## config.mk

```make
export PLATFORM = sky130hd
export DESIGN_NAME = ate_front
export DESIGN_NICKNAME = d
export VERILOG_FILES = /design/src/ate_pkg.sv /design/src/ate_front.sv
export SDC_FILE = /design/constraint.sdc
export NUM_CORES = 1
export LEC_CHECK = 0
export BUFFER_PORTS_ARGS = -buffer_cell sky130_fd_sc_hd__buf_2
export CAP_MARGIN = 5
export CORE_MARGIN = 3
export CORE_UTILIZATION = 37
export DETAILED_ROUTE_END_ITERATION = 10
export GPL_TIMING_DRIVEN = 0
export PLACE_DENSITY = 0.75
export SLEW_MARGIN = 10
export SYNTH_ARGS = -nofsm -noshare
export SYNTH_HDL_FRONTEND = slang
export SYNTH_SLANG_ARGS = --single-unit
```

## constraint.sdc

```tcl
create_clock -name clk_i -period 8.2 [get_ports clk_i]
set_clock_uncertainty 0.2 [all_clocks]
set_input_delay 0.41 -clock clk_i [delete_from_list [all_inputs] [get_ports clk_i]]
set_output_delay 0.41 -clock clk_i [all_outputs]
set_load 0.005 [all_outputs]
```

## src/ate_pkg.sv

```systemverilog
// Shared types and constants of the affine transform engine.
// No dependencies; every other file refers to this package by scoped names.
`timescale 1ns / 1ps

package ate_pkg;

  localparam int unsigned CoordW   = 32;
  localparam int unsigned FracBits = 12;
  localparam int unsigned PairW    = 64;
  localparam int unsigned NumPairs = 6;
  localparam int unsigned CfgIdxW  = 3;
  // Only bits FracBits .. FracBits+CoordW-1 of the product sum reach the result.
  localparam int unsigned ProdW    = FracBits + CoordW;
  localparam int unsigned QDepth   = 4;
  localparam int unsigned QPtrW    = 2;
  localparam int unsigned QCntW    = 3;

  localparam logic [CfgIdxW-1:0] NumPairsIdx = CfgIdxW'(NumPairs);

  typedef logic [NumPairs-1:0][PairW-1:0] coef_pairs_t;

  // Identity matrix with zero translation: 1.0 is 4096 in 20.12.
  localparam coef_pairs_t CoefPairReset = {
    64'd0, 64'd4096, 64'd0, 64'd4096, 64'd0, 64'd4096
  };

  // Matrix entries indexed [row][col]; row 3 is the translation.
  typedef logic [3:0][2:0][CoordW-1:0] coef_mat_t;

  typedef enum logic [0:0] {
    CmdPoint     = 1'b0,
    CmdDirection = 1'b1
  } cmd_e;

  typedef struct packed {
    cmd_e                     cmd;
    logic signed [CoordW-1:0] x;
    logic signed [CoordW-1:0] y;
    logic signed [CoordW-1:0] z;
  } item_t;

endpackage

```

## src/ate_front.sv

```systemverilog
// Front end: registers an incoming transaction, decodes its command and
// hands it to the queue. Depends on ate_pkg.
`timescale 1ns / 1ps

module ate_front (
  input  logic                              clk_i,
  input  logic                              rst_ni,
  input  logic                              in_valid_i,
  output logic                              in_stall_o,
  input  logic                              command_i,
  input  logic signed [ate_pkg::CoordW-1:0] vec_x_i,
  input  logic signed [ate_pkg::CoordW-1:0] vec_y_i,
  input  logic signed [ate_pkg::CoordW-1:0] vec_z_i,
  input  logic                              q_full_i,
  output logic                              q_push_o,
  output ate_pkg::item_t                    q_item_o
);

  logic           valid_q, valid_d;
  ate_pkg::item_t item_q;
  logic           accept;

  assign in_stall_o = valid_q && q_full_i;
  assign accept     = in_valid_i && !in_stall_o;
  assign q_push_o   = valid_q && !q_full_i;
  assign q_item_o   = item_q;

  always_comb begin
    valid_d = valid_q;
    if (accept) begin
      valid_d = 1'b1;
    end else if (q_push_o) begin
      valid_d = 1'b0;
    end
  end

  always_ff @(posedge clk_i or negedge rst_ni) begin
    if (!rst_ni) begin
      valid_q <= 1'b0;
    end else begin
      valid_q <= valid_d;
    end
  end

  always_ff @(posedge clk_i) begin
    if (accept) begin
      item_q.cmd <= command_i ? ate_pkg::CmdDirection : ate_pkg::CmdPoint;
      item_q.x   <= vec_x_i;
      item_q.y   <= vec_y_i;
      item_q.z   <= vec_z_i;
    end
  end

endmodule

```

==> impl_metrics.env, run 1 <==
export IMPL_finalCriticalPeriod_ps=1950
export IMPL_synthTopCellsByArea="edfxtp_1 (98%), dfrtp_1 (0.84%), a21o_2 (0.29%), and2b_2 (0.29%), a21boi_0 (0.25%)"
export IMPL_synth_top_cell_area_share_pct=98.1
export IMPL_hold_viol_final=0
export IMPL_crit_path_start_kind="flop"
export IMPL_path_max_fanout=30
export IMPL_vias=1885
export IMPL_antenna_left=0
export IMPL_arrival_ps=1800
export IMPL_worst_hold_slack_ps=29.3
export IMPL_cts_tree="done"
export IMPL_timing_final_crit_share_pct=23.7
export IMPL_cts_root_buf="clkbuf_8"
export IMPL_final_setup_viol_count=0
export IMPL_yosys_area_top_type="edfxtp_1"
export IMPL_clock_latency_ps=340
export IMPL_diodes=0
export IMPL_hp_class="in -> reg"
export IMPL_ys_types=6
export IMPL_reg2reg_slack_ps=6250
export IMPL_cts_setup_buffers=0
export IMPL_start_util_pct=38.2
export IMPL_synth_cell_area_sq_um=2970
export IMPL_grt_pass1_vias=1832
export IMPL_power_density_nw_per_um2=218
export IMPL_cp_end_kind="flop"
export IMPL_crit_type="reg -> reg"
export IMPL_syn_to_final_growth_pct=56.2
export IMPL_crit_end="q_item_o[43]$_DFFE_PP_"
export IMPL_synthCells=102
export IMPL_drc=0
export IMPL_max_cap_viol_count=0
export IMPL_grt_total_usage_pct=14.0
export IMPL_clock_sinks=98
export IMPL_clockBufferDepth=2
export IMPL_grt_overflow=0
export IMPL_grt_pass1_wl_mm=9.17
export IMPL_yosysSeqAreaShare_pct=98.9
export IMPL_slew_violations=0
export IMPL_die_h_um=95.6
export IMPL_ios=200
export IMPL_vdd_drop_max_mv=0.146
export IMPL_p_leak_nw=1.98
export IMPL_yosys_warnings=0
export IMPL_grt_max_degree=31
export IMPL_synth_fp_nets=203
export IMPL_tightestPinTransition_ps=631
export IMPL_rows=32
export IMPL_portBuffers=199
export IMPL_fin_tns_setup_ps=0
export IMPL_rr_startpoint="valid_q$_DFFE_PN0P_"
export IMPL_antenna_found_initial=0
export IMPL_htree_levels=3
export IMPL_viasPerCell=4.23
export IMPL_final_cell_mix="buf_2 (199), edfxtp_1 (97), dlygate4sd3_1 (24)"
export IMPL_core_area_sq_um=7770
export IMPL_rsz0062_at_grt="false"
export IMPL_fin_nets=440
export IMPL_startpoint="valid_q$_DFFE_PN0P_"
export IMPL_r2r_end="q_item_o[43]$_DFFE_PP_"
export IMPL_final_common_cell="buf_2"
export IMPL_globalplace_congestion=0.652
export IMPL_r2r_cells=3
export IMPL_relSlewSlack_pct=57.8
export IMPL_wl_mm=7.06
export IMPL_ys_seq_elements=98
export IMPL_syn_avg_cell_area_sq_um=29.1
export IMPL_status="complete, no violations"
export IMPL_drive_above_1_share_pct=64.5
export IMPL_clkTransAtPathRegs_ps=90
export IMPL_drtPass1Iterations=4
export IMPL_wl_per_cell_um=15.8
export IMPL_drtIter0Drc=65
export IMPL_dieArea_sq_um=9140
export IMPL_max_freq_ghz=0.514
export IMPL_nFillCells=590
export IMPL_crit_required_ps=8050
export IMPL_die_w_um=95.6
export IMPL_cts_buffers=9
## worst min path at each step
stage | startpoint | endpoint | cells after the start
after detailed placement | rst_ni | valid_q$_DFFE_PN0P_ | 1
after global placement | rst_ni | valid_q$_DFFE_PN0P_ | 1
after CTS | vec_x_i[16] | q_item_o[80]$_DFFE_PP_ | 1
final | command_i | q_item_o[96]$_DFFE_PP_ | 1
after global routing | vec_y_i[14] | q_item_o[46]$_DFFE_PP_ | 1
after floorplan | rst_ni | valid_q$_DFFE_PN0P_ | 0
## cell usage after synthesis
cell and count:
dfrtp_1 1, edfxtp_1 97, and2_2 1, a21o_2 1
a21boi_0 1, and2b_2 1
## stage by stage
| step | setup WS, ps | instance area, sq um | std cells | utilization [%] | power, mW |
|---|---|---|---|---|---|
| after floorplan | 2410 | 2970 | 102 | - | 0.620 |
| after CTS | 6240 | 4410 | 423 | 56.8 | 1.01 |
| final | 6250 | 4640 | 446 | 59.7 | 1.01 |
| after global placement | 914 | 4090 | 403 | 52.7 | 0.672 |
| after global routing | 6130 | 4640 | 446 | 59.7 | 1.06 |
| after detailed placement | 6130 | 4170 | 406 | 53.7 | 0.676 |
## power breakdown
group	total, mW	switching (mW)	internal, mW
Clock	0.339	0.165	0.174
Sequential	0.590	0.00690	0.583
Combinational	0.0813	0.0355	0.0458
## layout make-up
cell class	count	area (sq um)	area share [%]
Multi-Input combinational cell	4	43.8	0.944
Clock buffer	9	124	2.67
Clock inverter	7	103	2.21
Timing Repair Buffer	226	1300	28.1
Tap cell	102	128	2.75
Sequential cell	98	2940	63.3
## sequential cells by signal (all words and copies together), names as in the netlist
register	cells
q_item_o	97
valid_q	1
## routing by layer
layer  GRT usage, %  share of wire, %  vias to the layer above
met5              0                 0                        -
met4           5.57               1.7                        0
met3           7.58                13                       12
met2           22.5                51                      125
met1           15.6                35                      861
li1               -                 -                      887
## critical path: stages (launching register included)
cell,delay [ps]
dfrtp_1,430
a21boi_4,550
buf_16,250
buf_12,210
## logic make-up after synthesis
logic type	after synthesis	share of synthesized area [%]
flip-flops	98	98.9
AND/OR/NAND/NOR	2	0.548
AO/OA/AOI/OAI	2	0.548
## repair_timing
action / CTS / global route
gates resized for setup: 0 / 0
endpoints found under the hold margin: 1 / 23
hold buffers: 1 / 23
Power figures use the tool's default switching activity.
==> inputs of run 2 (changes only) <==
--- a/config.mk
+++ b/config.mk
@@ -5,13 +5,14 @@
 export SDC_FILE = /design/constraint.sdc
 export NUM_CORES = 1
 export LEC_CHECK = 0
+export ABC_AREA = 1
 export BUFFER_PORTS_ARGS = -buffer_cell sky130_fd_sc_hd__buf_2
 export CAP_MARGIN = 5
 export CORE_MARGIN = 3
-export CORE_UTILIZATION = 37
+export CORE_UTILIZATION = 41
 export DETAILED_ROUTE_END_ITERATION = 10
 export GPL_TIMING_DRIVEN = 0
-export PLACE_DENSITY = 0.75
+export PLACE_DENSITY = 0.79
 export SLEW_MARGIN = 10
 export SYNTH_ARGS = -nofsm -noshare
 export SYNTH_HDL_FRONTEND = slang
==> constraint.sdc (replaced) <==
create_clock -name clk_i -period 1.93 [get_ports clk_i]
set_clock_uncertainty 0.2 [all_clocks]
set_input_delay 0.0965 -clock clk_i [delete_from_list [all_inputs] [get_ports clk_i]]
set_output_delay 0.0965 -clock clk_i [all_outputs]
set_load 0.005 [all_outputs]
==> run 2 against run 1 <==
Synthesized cell count is 2.9% higher. The flow now stops in clock tree synthesis. Synthesized area is 0.17% lower.
==> impl_metrics.env, run 2 <==
export IMPL_status="did not finish"
export IMPL_stop_stage="clock tree synthesis"
export IMPL_firstError="[ERROR RSZ-0060] Max buffer count reached."
export IMPL_synth_cell_area_sq_um=2970
export IMPL_synthCells=105
export IMPL_clockBufferDepth=2
export IMPL_cts_setup_buffers=0
export IMPL_hold_buffers=101
export IMPL_rows=30
export IMPL_cts_root_buf="clkbuf_8"
export IMPL_syn_avg_cell_area_sq_um=28.2
export IMPL_placed_area_sq_um=4160
export IMPL_async_flop_share_pct=1.02
export IMPL_portBuffers=199
export IMPL_yosys_area_top_type="edfxtp_1"
export IMPL_ctsResizeCount=0
export IMPL_clock_sinks=98
export IMPL_die_w_um=91.0
export IMPL_ys_types=6
export IMPL_synth_top_cell_area_share_pct=98.2
export IMPL_synth_most_common_cell="edfxtp_1"
export IMPL_htree_levels=3
export IMPL_place_hpwl_mm=5.27
export IMPL_globalplace_congestion=0.706
export IMPL_yosys_warnings=0
export IMPL_yosysSeqAreaShare_pct=99.1
export IMPL_synth_edf_count=97
export IMPL_synthTopCellsByArea="edfxtp_1 (98%), dfrtp_1 (0.84%), inv_1 (0.38%), nand2_1 (0.25%), a21oi_1 (0.17%)"
export IMPL_synth_fp_nets=206
export IMPL_synth_flop_cell="edfxtp_1"
export IMPL_ios=200
export IMPL_die_h_um=91.0
export IMPL_yosys_top_cells_count="edfxtp_1 (97), inv_1 (3), nand2_1 (2)"
export IMPL_dp_cells=403
export IMPL_cts_buffers=9
export IMPL_ys_seq_elements=98
export IMPL_start_util_pct=42.9
run 2: metrics by stage:
step | worst slack [ps] | utilization [%] | hold WS [ps] | TNS, ps
detailed placement | -83.9 | 60.2 | -327 | -2560
floorplan | -732 | - | -399 | -70980
global placement | -1160 | 59.3 | -328 | -111600
run 2: logic make-up after synthesis:
| group | synth area share (%) |
|---|---|
| flops | 99.1 |
| simple gates | 0.380 |
| compound gates | 0.169 |
| buf+inv | 0.380 |
==> inputs of run 3 (changes only) <==
--- a/config.mk
+++ b/config.mk
@@ -9,10 +9,10 @@
 export BUFFER_PORTS_ARGS = -buffer_cell sky130_fd_sc_hd__buf_2
 export CAP_MARGIN = 5
 export CORE_MARGIN = 3
-export CORE_UTILIZATION = 41
+export CORE_UTILIZATION = 40
 export DETAILED_ROUTE_END_ITERATION = 10
 export GPL_TIMING_DRIVEN = 0
-export PLACE_DENSITY = 0.79
+export PLACE_DENSITY_LB_ADDON = 0.15
 export SLEW_MARGIN = 10
 export SYNTH_ARGS = -nofsm -noshare
 export SYNTH_HDL_FRONTEND = slang
==> run 3 against run 2 <==
The run again fails in clock tree synthesis. Synthesized cell count did not move. Synthesized area did not move.
==> impl_metrics.env, run 3 <==
export IMPL_yosys_area_top_type="edfxtp_1"
export IMPL_stop_stage="clock tree synthesis"
export IMPL_ys_seq_elements=98
export IMPL_yosys_warnings=0
export IMPL_portBuffers=199
export IMPL_firstError="[ERROR RSZ-0060] Max buffer count reached."
export IMPL_synthTopCellsByArea="edfxtp_1 (98%), dfrtp_1 (0.84%), inv_1 (0.38%), nand2_1 (0.25%), a21oi_1 (0.17%)"
export IMPL_synth_most_common_cell="edfxtp_1"
export IMPL_async_flop_share_pct=1.02
export IMPL_ios=200
export IMPL_status="did not finish"
export IMPL_synth_fp_nets=206
export IMPL_cts_root_buf="clkbuf_8"
export IMPL_cts_setup_buffers=0
export IMPL_yosysSeqAreaShare_pct=99.1
export IMPL_clockBufferDepth=2
export IMPL_globalplace_congestion=0.706
export IMPL_hold_buffers=101
export IMPL_synth_top_cell_area_share_pct=98.2
export IMPL_ctsResizeCount=0
export IMPL_die_w_um=92.1
export IMPL_rows=30
export IMPL_cts_buffers=9
export IMPL_die_h_um=92.1
export IMPL_synth_flop_cell="edfxtp_1"
export IMPL_synthCells=105
export IMPL_yosys_top_cells_count="edfxtp_1 (97), inv_1 (3), nand2_1 (2)"
export IMPL_synth_cell_area_sq_um=2970
export IMPL_start_util_pct=42.5
export IMPL_synth_edf_count=97
export IMPL_htree_levels=3
export IMPL_clock_sinks=98
export IMPL_ys_types=6
export IMPL_syn_avg_cell_area_sq_um=28.2
run 3: cell counts after synthesis:
Identical to the previous run, type by type.
run 3: cells by family after synthesis:
| group | count (synthesis) | synth area share (%) |
|---|---|---|
| compound gates | 1 | 0.169 |
| simple gates | 3 | 0.380 |
| buf+inv | 3 | 0.380 |
| flops | 98 | 99.1 |
run 3: per-stage QoR:
| step | area, sq um | cells | worst slack [ps] | util, % | hold WS (ps) |
|---|---|---|---|---|---|
| floorplan | 2980 | 105 | -732 | - | -399 |
| global placement | 4090 | 400 | -1280 | 58.6 | -328 |
| detailed placement | 4170 | 403 | -184 | 59.7 | -326 |
